<file path="src/rtl/ffa_pkg.sv">
package ffa_pkg;

  localparam int OpW     = 2;
  localparam int ArgW    = 8;
  localparam int StatusW = 2;
  localparam int HandleW = 8;
  localparam int CfgW    = 8;

  localparam logic [CfgW-1:0] CellsReset = 8'd100;

  typedef enum logic [OpW-1:0] {
    OP_ALLOC  = 2'd0,
    OP_ERASE  = 2'd1,
    OP_DEFRAG = 2'd2
  } op_e;

  typedef enum logic [StatusW-1:0] {
    ST_GRANTED = 2'd0,
    ST_NULL    = 2'd1,
    ST_ILLEGAL = 2'd2
  } status_e;

  typedef logic [ArgW-1:0]    arg_t;
  typedef logic [HandleW-1:0] handle_t;

endpackage

</file>
<file path="src/rtl/ffa_if.sv">
interface ffa_cmd_if import ffa_pkg::*; ();
  logic           valid;
  logic           ready;
  logic [OpW-1:0] op;
  arg_t           argument;

  modport source (output valid, output op, output argument, input ready);
  modport sink   (input valid, input op, input argument, output ready);
endinterface

interface ffa_rsp_if import ffa_pkg::*; ();
  logic               valid;
  logic               ready;
  logic [StatusW-1:0] status;
  handle_t            granted_handle;

  modport source (output valid, output status, output granted_handle, input ready);
  modport sink   (input valid, input status, input granted_handle, output ready);
endinterface

</file>
<file path="src/rtl/first_fit_block_allocator_top.sv">
// first-fit block allocator with compaction
// commands arrive on cmd_i (op, argument), answers leave on rsp_o (status,
// granted_handle); both are valid/ready channels, a transaction moves at a
// clock edge with valid and ready high. cfg_we_i/cfg_wdata_i write mem_cells.
// alloc always answers, erase answers only when illegal, defragment never.
// one command is worked at a time; cmd_i.ready is high only while idle.
// the owner map is a single-port-read memory walked one cell per cycle:
//   alloc       : scan of up to the usable cells, then fill of the granted block
//   erase       : owner scan over all cells clearing matching cells
//   defragment  : scan over all cells packing used cells down, then a clear
//                 of the free cells above the packed blocks
//   rejected    : straight to the answer, via the freed-mark check for an erase of a handle already freed
// after reset the owner map is cleared, one cell a cycle;
// no command is taken meanwhile, config writes are.
// a finished answer sits in an output register; while the receiver stalls the
// block still takes commands until a new answer is ready, which waits until the old one leaves.
module first_fit_block_allocator_top import ffa_pkg::*; #(
  parameter int MEM_SIZE   = 128,
  parameter int MAX_HANDLE = 255
) (
  input  logic            clk_i,
  input  logic            rst_ni,
  input  logic            cfg_we_i,
  input  logic [CfgW-1:0] cfg_wdata_i,
  ffa_cmd_if.sink         cmd_i,
  ffa_rsp_if.source       rsp_o
);

  localparam int IW = (MEM_SIZE > 1) ? $clog2(MEM_SIZE) : 1;
  localparam int LW = $clog2(MEM_SIZE + 1);
  localparam int CW = (LW > ArgW) ? LW : ArgW;
  localparam int HW = (MAX_HANDLE > 1) ? $clog2(MAX_HANDLE + 1) : 1;
  localparam int NW = $clog2(MAX_HANDLE + 2);
  localparam int XW = (NW > ArgW) ? NW : ArgW;

  localparam logic [IW-1:0] LastCell   = IW'(MEM_SIZE - 1);
  localparam logic [LW-1:0] LastW      = LW'(MEM_SIZE - 1);
  localparam logic [LW-1:0] MemSizeL   = LW'(MEM_SIZE);
  localparam logic [CW-1:0] MemSizeC   = CW'(MEM_SIZE);
  localparam logic [NW-1:0] MaxHandleN = NW'(MAX_HANDLE);
  localparam logic [NW-1:0] HandleCap  = NW'(MAX_HANDLE + 1);
  localparam logic [XW-1:0] MaxHandleX = XW'(MAX_HANDLE);

  typedef enum logic [2:0] {
    S_CLR,
    S_IDLE,
    S_ECHK,
    S_ALLOC,
    S_FILL,
    S_ERASE,
    S_DEFRAG,
    S_RESP
  } state_e;

  state_e             state_q;
  logic [IW-1:0]      idx_q;
  logic [IW-1:0]      end_q;
  logic [LW-1:0]      w_q;
  logic [LW-1:0]      run_q;
  logic [LW-1:0]      size_q;
  logic [HW-1:0]      handle_q;
  logic [NW-1:0]      next_handle_q;
  logic [CfgW-1:0]    mem_cells_q;
  status_e            res_status_q;
  handle_t            res_handle_q;
  logic               rsp_valid_q;
  logic [StatusW-1:0] rsp_status_q;
  handle_t            rsp_handle_q;

  logic               freed_mem_q [MAX_HANDLE + 1];
  logic               freed_rd_q;
  logic               fr_we;
  logic [HW-1:0]      fr_waddr;
  logic               fr_wdata;

  logic               own_we;
  logic [IW-1:0]      own_waddr;
  logic [HW-1:0]      own_wdata;
  logic [IW-1:0]      own_raddr;
  logic [HW-1:0]      own_rdata;

  logic [CW-1:0]      cells_eff;
  logic [CW-1:0]      arg_c;
  logic [XW-1:0]      arg_x;
  logic               alloc_bad;
  logic               erase_bad;
  logic               last_alloc;
  logic               cell_free;
  logic [LW-1:0]      run_inc;
  logic [LW-1:0]      fill_start;
  logic [LW-1:0]      w_inc;
  logic [LW-1:0]      w_next;
  logic               scan_state;
  logic               rsp_load;

  assign cells_eff  = (CW'(mem_cells_q) < MemSizeC) ? CW'(mem_cells_q) : MemSizeC;
  assign arg_c      = CW'(cmd_i.argument);
  assign arg_x      = XW'(cmd_i.argument);
  assign alloc_bad  = (arg_c == '0) || (arg_c > cells_eff) || (next_handle_q > MaxHandleN);
  assign erase_bad  = (arg_x == '0) || (arg_x > MaxHandleX) || (arg_x >= XW'(next_handle_q));
  assign last_alloc = (CW'(idx_q) == (cells_eff - CW'(1)));
  assign cell_free  = (own_rdata == '0);
  assign run_inc    = cell_free ? (run_q + LW'(1)) : '0;
  assign fill_start = LW'(idx_q) + LW'(1) - size_q;
  assign w_inc      = w_q + LW'(1);
  assign w_next     = cell_free ? w_q : w_inc;
  assign scan_state = (state_q == S_ALLOC) || (state_q == S_ERASE) || (state_q == S_DEFRAG);
  assign rsp_load   = (state_q == S_RESP) && (!rsp_valid_q || rsp_o.ready);

  // read one cell ahead of the one being evaluated
  assign own_raddr = (scan_state && (idx_q != LastCell)) ? (idx_q + IW'(1)) : '0;

  always_comb begin
    own_we    = 1'b0;
    own_waddr = idx_q;
    own_wdata = '0;
    case (state_q)
      S_CLR: begin
        own_we    = 1'b1;
        own_waddr = w_q[IW-1:0];
      end
      S_FILL: begin
        own_we    = 1'b1;
        own_wdata = HW'(next_handle_q);
      end
      S_ERASE: begin
        own_we = (own_rdata == handle_q);
      end
      S_DEFRAG: begin
        own_we    = !cell_free;
        own_waddr = w_q[IW-1:0];
        own_wdata = own_rdata;
      end
      default: begin
        own_we = 1'b0;
      end
    endcase
  end

  ffa_owner_map #(
    .Depth (MEM_SIZE),
    .AW    (IW),
    .DW    (HW)
  ) u_owner_map (
    .clk_i   (clk_i),
    .we_i    (own_we),
    .waddr_i (own_waddr),
    .wdata_i (own_wdata),
    .raddr_i (own_raddr),
    .rdata_o (own_rdata)
  );

  // freed marks, written at grant and at erase, read at the command argument and used only for issued handles
  assign fr_we    = ((state_q == S_FILL) && (idx_q == end_q)) ||
                    ((state_q == S_ECHK) && !freed_rd_q);
  assign fr_waddr = (state_q == S_FILL) ? HW'(next_handle_q) : handle_q;
  assign fr_wdata = (state_q == S_ECHK);

  always_ff @(posedge clk_i) begin
    if (fr_we) begin
      freed_mem_q[fr_waddr] <= fr_wdata;
    end
    freed_rd_q <= freed_mem_q[HW'(cmd_i.argument)];
  end

  always_ff @(posedge clk_i or negedge rst_ni) begin
    if (!rst_ni) begin
      mem_cells_q <= CellsReset;
    end else if (cfg_we_i) begin
      mem_cells_q <= cfg_wdata_i;
    end
  end

  always_ff @(posedge clk_i or negedge rst_ni) begin
    if (!rst_ni) begin
      state_q       <= S_CLR;
      idx_q         <= '0;
      end_q         <= '0;
      w_q           <= '0;
      run_q         <= '0;
      size_q        <= '0;
      handle_q      <= '0;
      next_handle_q <= NW'(1);
      res_status_q  <= ST_NULL;
      res_handle_q  <= '0;
      rsp_valid_q   <= 1'b0;
      rsp_status_q  <= '0;
      rsp_handle_q  <= '0;
    end else begin
      if (rsp_load) begin
        rsp_valid_q  <= 1'b1;
        rsp_status_q <= res_status_q;
        rsp_handle_q <= res_handle_q;
      end else if (rsp_valid_q && rsp_o.ready) begin
        rsp_valid_q <= 1'b0;
      end
      case (state_q)
        S_CLR: begin
          if (w_q == LastW) begin
            state_q <= S_IDLE;
          end else begin
            w_q <= w_inc;
          end
        end
        S_IDLE: begin
          if (cmd_i.valid) begin
            idx_q <= '0;
            run_q <= '0;
            w_q   <= '0;
            case (cmd_i.op)
              OP_ALLOC: begin
                if (alloc_bad) begin
                  res_status_q <= ST_NULL;
                  res_handle_q <= '0;
                  state_q      <= S_RESP;
                end else begin
                  size_q  <= LW'(cmd_i.argument);
                  state_q <= S_ALLOC;
                end
              end
              OP_ERASE: begin
                if (erase_bad) begin
                  res_status_q <= ST_ILLEGAL;
                  res_handle_q <= '0;
                  state_q      <= S_RESP;
                end else begin
                  handle_q <= HW'(cmd_i.argument);
                  state_q  <= S_ECHK;
                end
              end
              OP_DEFRAG: begin
                state_q <= S_DEFRAG;
              end
              default: begin
                state_q <= S_IDLE;
              end
            endcase
          end
        end
        S_ECHK: begin
          if (freed_rd_q) begin
            res_status_q <= ST_ILLEGAL;
            res_handle_q <= '0;
            state_q      <= S_RESP;
          end else begin
            state_q <= S_ERASE;
          end
        end
        S_ALLOC: begin
          run_q <= run_inc;
          if (run_inc == size_q) begin
            end_q   <= idx_q;
            idx_q   <= IW'(fill_start);
            state_q <= S_FILL;
          end else if (last_alloc) begin
            res_status_q <= ST_NULL;
            res_handle_q <= '0;
            state_q      <= S_RESP;
          end else begin
            idx_q <= idx_q + IW'(1);
          end
        end
        S_FILL: begin
          if (idx_q == end_q) begin
            res_status_q  <= ST_GRANTED;
            res_handle_q  <= HandleW'(next_handle_q);
            next_handle_q <= next_handle_q + NW'(1);
            state_q       <= S_RESP;
          end else begin
            idx_q <= idx_q + IW'(1);
          end
        end
        S_ERASE: begin
          if (idx_q == LastCell) begin
            state_q <= S_IDLE;
          end else begin
            idx_q <= idx_q + IW'(1);
          end
        end
        S_DEFRAG: begin
          w_q <= w_next;
          if (idx_q == LastCell) begin
            state_q <= (w_next == MemSizeL) ? S_IDLE : S_CLR;
          end else begin
            idx_q <= idx_q + IW'(1);
          end
        end
        S_RESP: begin
          if (rsp_load) begin
            state_q <= S_IDLE;
          end
        end
        default: begin
          w_q     <= '0;
          state_q <= S_CLR;
        end
      endcase
    end
  end

  assign cmd_i.ready          = (state_q == S_IDLE);
  assign rsp_o.valid          = rsp_valid_q;
  assign rsp_o.status         = rsp_status_q;
  assign rsp_o.granted_handle = rsp_handle_q;

  a_fail_no_handle: assert property (@(posedge clk_i) disable iff (!rst_ni)
    rsp_o.valid && (rsp_o.status != ST_GRANTED) |-> rsp_o.granted_handle == '0)
    else $error("failed answer carries a handle");

  a_handle_cap: assert property (@(posedge clk_i) disable iff (!rst_ni)
    next_handle_q <= HandleCap)
    else $error("handle counter beyond cap");

  a_alloc_busy: assert property (@(posedge clk_i) disable iff (!rst_ni)
    cmd_i.valid && cmd_i.ready && (cmd_i.op == OP_ALLOC) |=> !cmd_i.ready)
    else $error("ready right after alloc transaction");

  a_defrag_order: assert property (@(posedge clk_i) disable iff (!rst_ni)
    (state_q == S_DEFRAG) |-> (LW'(idx_q) >= w_q))
    else $error("compaction write pointer ahead of scan");

  a_fill_range: assert property (@(posedge clk_i) disable iff (!rst_ni)
    (state_q == S_FILL) |-> (CW'(end_q) < cells_eff) && (idx_q <= end_q))
    else $error("fill outside usable cells");

endmodule

</file>
<file path="src/rtl/ffa_owner_map.sv">
module ffa_owner_map #(
  parameter int Depth = 128,
  parameter int AW    = 7,
  parameter int DW    = 8
) (
  input  logic          clk_i,
  input  logic          we_i,
  input  logic [AW-1:0] waddr_i,
  input  logic [DW-1:0] wdata_i,
  input  logic [AW-1:0] raddr_i,
  output logic [DW-1:0] rdata_o
);

  logic [DW-1:0] mem_q [Depth];
  logic [DW-1:0] rdata_q;

  always_ff @(posedge clk_i) begin
    if (we_i) begin
      mem_q[waddr_i] <= wdata_i;
    end
    rdata_q <= mem_q[raddr_i];
  end

  assign rdata_o = rdata_q;

endmodule

</file>
<file path="src/flat_wrapper.sv">
// flat-port wrapper written by rule: the top's interface ports become plain ports
module first_fit_block_allocator_top_flat import ffa_pkg::*;
#(
  parameter int MEM_SIZE   = 128,
  parameter int MAX_HANDLE = 255
)
  (clk_i, rst_ni, cfg_we_i, cfg_wdata_i, cmd_i_valid, cmd_i_op, cmd_i_argument, cmd_i_ready, rsp_o_valid, rsp_o_status, rsp_o_granted_handle, rsp_o_ready);
  ffa_cmd_if cmd_i_i ();
  ffa_rsp_if rsp_o_i ();
  input  logic clk_i;
  input  logic rst_ni;
  input  logic cfg_we_i;
  input  logic [CfgW-1:0] cfg_wdata_i;
  input wire logic [$bits(cmd_i_i.valid)-1:0] cmd_i_valid;
  input wire logic [$bits(cmd_i_i.op)-1:0] cmd_i_op;
  input wire logic [$bits(cmd_i_i.argument)-1:0] cmd_i_argument;
  output wire logic [$bits(cmd_i_i.ready)-1:0] cmd_i_ready;
  output wire logic [$bits(rsp_o_i.valid)-1:0] rsp_o_valid;
  output wire logic [$bits(rsp_o_i.status)-1:0] rsp_o_status;
  output wire logic [$bits(rsp_o_i.granted_handle)-1:0] rsp_o_granted_handle;
  input wire logic [$bits(rsp_o_i.ready)-1:0] rsp_o_ready;
  assign cmd_i_i.valid = cmd_i_valid;
  assign cmd_i_i.op = cmd_i_op;
  assign cmd_i_i.argument = cmd_i_argument;
  assign cmd_i_ready = cmd_i_i.ready;
  assign rsp_o_valid = rsp_o_i.valid;
  assign rsp_o_status = rsp_o_i.status;
  assign rsp_o_granted_handle = rsp_o_i.granted_handle;
  assign rsp_o_i.ready = rsp_o_ready;
  first_fit_block_allocator_top #(.MEM_SIZE(MEM_SIZE), .MAX_HANDLE(MAX_HANDLE)) u_core (.clk_i(clk_i), .rst_ni(rst_ni), .cfg_we_i(cfg_we_i), .cfg_wdata_i(cfg_wdata_i), .cmd_i(cmd_i_i), .rsp_o(rsp_o_i));
endmodule
</file>
<file path="config.mk">
export PLATFORM = sky130hd
export DESIGN_NAME = first_fit_block_allocator_top_flat
export DESIGN_NICKNAME = d
export VERILOG_FILES = /design/src/rtl/ffa_pkg.sv /design/src/rtl/ffa_if.sv /design/src/rtl/first_fit_block_allocator_top.sv /design/src/rtl/ffa_owner_map.sv /design/src/flat_wrapper.sv
export SDC_FILE = /design/constraint.sdc
export NUM_CORES = 2
export LEC_CHECK = 0
export BUFFER_PORTS_ARGS = -buffer_cell sky130_fd_sc_hd__buf_4
export CORE_MARGIN = 8
export CORE_UTILIZATION = 55
export CTS_CLUSTER_DIAMETER = 150
export DETAILED_ROUTE_END_ITERATION = 10
export PLACE_DENSITY_LB_ADDON = 0.1
export SETUP_SLACK_MARGIN = 0.5
export SLEW_MARGIN = 20
export SYNTH_ARGS = -nofsm -noshare
export SYNTH_HDL_FRONTEND = slang
export SYNTH_SLANG_ARGS = --single-unit
</file>
<file path="constraint.sdc">
create_clock -name clk_i -period 10.3 [get_ports clk_i]
set_input_delay 1.545 -clock clk_i [delete_from_list [all_inputs] [get_ports clk_i]]
set_output_delay 1.545 -clock clk_i [all_outputs]
set_load 0.05 [all_outputs]
</file>
# Word-level counts from Yosys, hierarchy flattened
# Memories as Yosys holds them, arrays and structs flattened. A register that Yosys moved wholly into a read port is not among the register bits.
# Index checks and enable logic that the tools add are counted.
# word_totals
ff_bits	87
ram_bits	1280
mem_count	2
out_inout_bits	12
# classes
bitwise_logic	2
eq_ne	34
n_lt_le_gt_ge	5
n_reduce_logical	38
addsub	7
mux	56
# memory_table
name	depth	word_bits	rd	rd_clocked_by_memory_dff	wr	line	rtl
u_core.u_owner_map.mem_q	128	8	1	1	1	ffa_owner_map.sv:14	logic [DW-1:0] mem_q [Depth];
u_core.freed_mem_q	256	1	1	1	1	first_fit_block_allocator_top.sv:70	logic freed_mem_q [MAX_HANDLE + 1];
# ops
cell	n
2-to-1 mux 8 bit	13
2-to-1 mux 7 bit	7
case mux 8 bit (2 select lines)	3
case mux 8 bit (4 select lines)	1
2-to-1 mux 3 bit	10
case mux 7 bit (4 select lines)	1
case mux 3 bit (8 select lines)	1
case mux 8 bit (3 select lines)	1
adder 8 x 1 -> 8 bit (second input constant)	2
equality test 8 bit	2
zero test 8 bit	2
2-to-1 mux 2 bit	8
inequality test 2 bit (second input constant)	8
adder 7 x 1 -> 7 bit (second input constant)	2
equality test 3 bit (second input constant)	4
adder 9 x 1 -> 9 bit (second input constant)	1
>= comparator 8 x 9 -> 1 bit	1
> comparator 9 x 8 -> 1 bit (second input constant)	1
zero test 9 bit	1
inequality test 3 x 2 -> 1 bit (second input constant)	3
case mux 3 bit (3 select lines)	1
AND reduction 9 bit	1
equality test 7 x 8 -> 1 bit	1
equality test 8 x 7 -> 1 bit (second input constant)	1
35 further kinds	66

# Logic depth before layout (Yosys ltp)
# logic_depth
depth_word	9
depth_mapped	14
ltp_nobuf	12

# By module
# A second synthesis with hierarchy kept.
# unflattened
hier_cells	3041
area_unflattened_um2	56933.4
# modules_own_cells
mod	area_per_inst_um2	instances	cells_each
ffa_owner_map	39665.5	1	1635
first_fit_block_allocator_top	17267.8	1	1406

# Least setup slack after synthesis
# Ideal clock, no wire load.
# synth_path
kind	flip-flop to flip-flop
start	reg u_core.state_q[1]
end	mem u_core.freed_mem_q[0], data pin
synth_period_minus_slack_ns	8.412
setup_ns	1.391
setup_slack_ns	1.888
path_stages_with_launch	6
arrival_ns	7.021
path_cell_list	dfrtp_1 buf_4 clkbuf_1 clkbuf_1 nand2_1 nor2_1
# synth_between
elab_chain_cells	1
# synth_rtl
element	line	rtl
from (decl)	first_fit_block_allocator_top.sv:55	state_e state_q;
from (signal assigned)	first_fit_block_allocator_top.sv:283	state_q <= (w_next == MemSizeL) ? S_IDLE : S_CLR;
equality test 3 x 2 -> 1 bit	first_fit_block_allocator_top.sv:157	assign fr_wdata = (state_q == S_ECHK);
via u_core.fr_wdata	first_fit_block_allocator_top.sv:74	logic fr_wdata;
to (decl)	first_fit_block_allocator_top.sv:70	
# The timed path passes the listed nets, and every way through them passes these cells.

# Worst setup path in the final report
# layout_path
start	reg u_core.state_q[1]
end	reg u_core.u_owner_map.rdata_q[6], in the netlist u_core.u_owner_map.rdata_o[6] (read register of u_core.u_owner_map.mem_q)
# layout_between
elab_chain_cells	5
word_cells_on_any_way	7
cone_classes	eq/ne: 3; mux: 1; reduce/logical: 3
# layout_rtl
element	line	rtl
equality test 3 x 2 -> 1 bit or equality test 3 bit (tied branches)	first_fit_block_allocator_top.sv:107	assign scan_state = (state_q == S_ALLOC) || (state_q == S_ERASE) || (state_q == S_DEFRAG);
logical OR 1 bit	first_fit_block_allocator_top.sv:107	
logical OR 1 bit *	first_fit_block_allocator_top.sv:107	
logical AND 1 bit *	first_fit_block_allocator_top.sv:111	assign own_raddr = (scan_state && (idx_q != LastCell)) ? (idx_q + IW'(1)) : '0;
2-to-1 mux 7 bit *	first_fit_block_allocator_top.sv:111	
to (decl)	ffa_owner_map.sv:15	logic [DW-1:0] rdata_q;
# Mark *: on every way between the ends. The rest lies on a longest branch, timed or not.
# A chain may end at the register's enable or synchronous reset.

==> impl_metrics.ini <==
[logic_synthesis]
synthAdderAreaFrac_pct = 0.7335
synth_compound_area_share_pct = 9.767
synthCells = 4229
synth_xor_xnor_area_share_pct = 0.7780
synthMuxAreaShare_pct = 6.860
ys_seq_area_share_pct = 69.13
syn_nets = 4286
synth_cell_types = 95
synth_flop_cell = edfxtp_1
ys_ff_latch = 1376
synth_area_mm2 = 0.05902
synth_top_family_by_area = simple AND/OR/NAND/NOR gates
synth_simple_gate_area_share_pct = 10.10
ys_warn_count = 0
synthArstFlopShare_pct = 6.323
synth_edf_count = 1280
syn_area_per_cell_um2 = 13.96

[timing]
slew_headroom_pct = 17.88
setup_tns_ps = 0
report.final.slew_viol_count = 0
worst_slew_pin_slew_ps = 1221
finalClockSkew_ps = 34.76
max_freq_mhz = 187.7
setup_viol = 0
final.period_utilization_pct = 51.74
rsz0062_at_grt = false
min_period_ps = 5329
finalHoldViolCount = 0

[floorplanning]
die_width_um = 343.6
ios = 35
rows = 120
core_area_mm2 = 0.1068
fp.dieH_um = 343.6
die_area_mm2 = 0.1180
start_util_pct = 55.29

[cts]
htree_levels = 4
clockBufferDepth = 3
numCtsBuffers = 145
cts_tree = done
clk_latency_ps = 780
cts_resized = 0
postCtsSetupRepairBufs = 0
clk_pin_slew_ps = 60
cts-root-buf = clkbuf_16
holdBufCountCts = 0
clock-sinks = 1376

[drt]
wl_mm = 165.7
vias_per_cell = 6.543
first_iter_violations = 4841
num_vias = 37330
drtAntennaViolNets = 0
wl_per_cell_um = 29.04
drtPass1Iterations = 6
remaining_drc_errors = 0

[worst_setup_path]
crit_type = reg -> reg
worstPathArrival_ps = 5950
cp_slowest_cell = nor4_1
crit_top_cell = buf_4
cp_top_family = simple AND/OR/NAND/NOR gates
crit_path_end_kind = register
worst-path-buf-inv = 3
cp.required_ps = 10920
crit_fanout = 47
max_stage_delay_ps = 1020
path_cells = and3b_1 -> a21oi_4 -> buf_4 -> buf_4 -> or4_1 -> buf_4 -> o22ai_1 -> nor4_1 -> o2111ai_1 -> a31oi_1 -> a211oi_1
start_kind = register

[grt]
overflow = 0
first_global_vias = 35430
grt_pass1_wl_mm = 240.9
grt_util_all_layers_pct = 27.62
antenna_found_initial = 4
grt_max_degree = 128

[place]
place_inst = 5441
gp_congestion = 0.8690
place.port_buffers = 34
hpwl_mm = 96.84

[hold_path]
hp-class = reg -> reg

[layout]
drive_gt1_share_pct = 12.90
num-nets-final = 4243
final_cells = 5705
postLayoutCoreUtil_pct = 60.92
n_antenna_cell = 0
area_growth_pct = 10.19

[power_and_ir_drop]
cellPowerDensity_mw_per_mm2 = 171.0
ir_drop_uv = 129.7
power_mw = 11.12
leakagePower_nw = 18.52

[run]
drv_cap = 0

[outcome]
status = complete, no violations
-- cell families (layout without fill, tap and decap cells) --
group / after synthesis / after routing
AND/OR/NAND/NOR: 1304 / 1304
AO/OA/AOI/OAI: 824 / 824
buffers and inverters: 362 / 435
flip-flops: 1376 / 1376
XOR/XNOR: 50 / 50
multiplexers: 279 / 279
adder cells (fa/ha/maj): 34 / 34
-- sequential cells by signal, indices dropped and copies added, names as in the netlist, 3 cells and up --
signal and flops:
u_core.u_owner_map.mem_q 1024, u_core.freed_mem_q 256, u_core.next_handle_q 9, u_core.handle_q 8
u_core.mem_cells_q 8, u_core.res_handle_q 8, u_core.rsp_o.granted_handle 8, u_core.run_q 8
u_core.size_q 8, u_core.u_owner_map.rdata_o 8, u_core.w_q 8, u_core.end_q 7
u_core.idx_q 7, u_core.state_q 3
-- layout by cell type, fill, tap and decap left out, types with 18 or more instances in the layout --
master	Yosys	layout
a2111oi_0	21	19
a211o_1	21	21
a211oi_1	53	52
a21oi_1	133	131
a221oi_1	21	21
a31oi_1	40	39
and3_1	35	35
buf_4	18	105
clkbuf_1	173	45
clkbuf_16	0	148
clkinv_1	3	26
clkinv_2	0	23
dfrtp_1	82	81
edfxtp_1	1280	1280
ha_1	33	32
inv_1	60	60
mux2_2	54	54
mux2i_1	130	130
mux4_2	95	95
nand2_1	318	314
nand2b_1	38	38
nand3_1	104	103
nand4_1	18	18
nor2_1	537	531
nor3_1	56	56
nor4_1	36	36
o211ai_1	64	64
o21ai_0	158	158
o221ai_1	50	50
o22ai_1	46	46
o311ai_0	24	24
o31ai_1	23	22
or2_2	32	32
or3_1	48	48
or4_1	21	21
xnor2_1	30	29
xor2_1	18	18
-- synthesized netlist by cell type, types with 23 or more instances --
master	number	area (um^2)
xnor2_1	30	262.8
clkbuf_1	173	649.4
nand3_1	104	520.5
a21oi_1	133	665.6
o311ai_0	24	210.2
edfxtp_1	1280	38440
mux2_2	54	608.1
nand2_1	318	1194
or2_2	32	200.2
buf_2	79	395.4
nor4_1	36	225.2
nor3_1	56	280.3
o211ai_1	64	480.5
and3_1	35	219.0
nand2b_1	38	237.7
o31ai_1	23	172.7
or3_1	48	300.3
dfrtp_1	82	2052
mux4_2	95	2140
nor2_1	537	2016
ha_1	33	412.9
mux2i_1	130	1301
buf_1	24	90.09
o21ai_0	158	790.8
inv_1	60	225.2
o221ai_1	50	437.9
a31oi_1	40	250.2
a211oi_1	53	397.9
o22ai_1	46	287.8
-- worst min-delay path: cells and delay by family (launching register included) --
kind	cells	cell delay, ps
multiplexers	1	60
buffers and inverters	1	40
flip-flops	1	370
-- per-stage QoR --
step / hold slack [ps] / worst slack [ps] / area, um^2
floorplan: 445.8 / 1888 / 59020
global placement: 458.6 / 4333 / 60530
detailed placement: 463.8 / 5050 / 60550
CTS: 474.0 / 5065 / 65000
global route: 505.8 / 4713 / 65030
finish: 472.4 / 4971 / 65030
-- final cells by class --
class	count	area [um^2]
Clock buffer	197	3928
Clock inverter	66	523.0
Fill cell	8207	41720
Inverter	63	239.0
Multi-Input combinational cell	2491	16910
Sequential cell	1376	40800
Tap cell	1403	1755
Timing Repair Buffer	109	875.8
-- power breakdown --
group / total, mW / switching (mW) / leakage [nW] / internal (mW)
clock network: 4.98 / 2.17 / 2.18 / 2.81
logic: 0.109 / 0.0650 / 6.33 / 0.0444
registers: 6.03 / 0.00789 / 10.0 / 6.02
total: 11.1 / 2.25 / 18.5 / 8.88
-- path summary, 6_finish.rpt --
path | start | to | slack, ps | depth (start not counted)
worst min register to register | u_core.res_status_q[0] | u_core.res_status_q[0] | 470 | 2
min in group asynchronous | rst_ni | u_core.mem_cells_q[7] | 780 | 1
worst max register to register | u_core.state_q[1] | u_core.u_owner_map.rdata_o[6] | 4970 | 11
worst min-delay path | u_core.res_status_q[0] | u_core.res_status_q[0] | 470 | 2
worst max-delay path | u_core.state_q[1] | u_core.u_owner_map.rdata_o[6] | 4970 | 11
max in group asynchronous | rst_ni | u_core.idx_q[0] | 8440 | 2
-- per-layer routing --
metal  vias up  part of all wire (%)  wire length (um)  GRT usage [%]
li1      16240                     -                 -              -
met1     18830                    40             66240          37.80
met2      1902                    47             77690          43.81
met3       358                   9.6             15840          6.206
met4         2                   3.5              5858          9.726
met5         -                 0.011                18              0
Note: power is estimated with default switching activity, not from simulation.
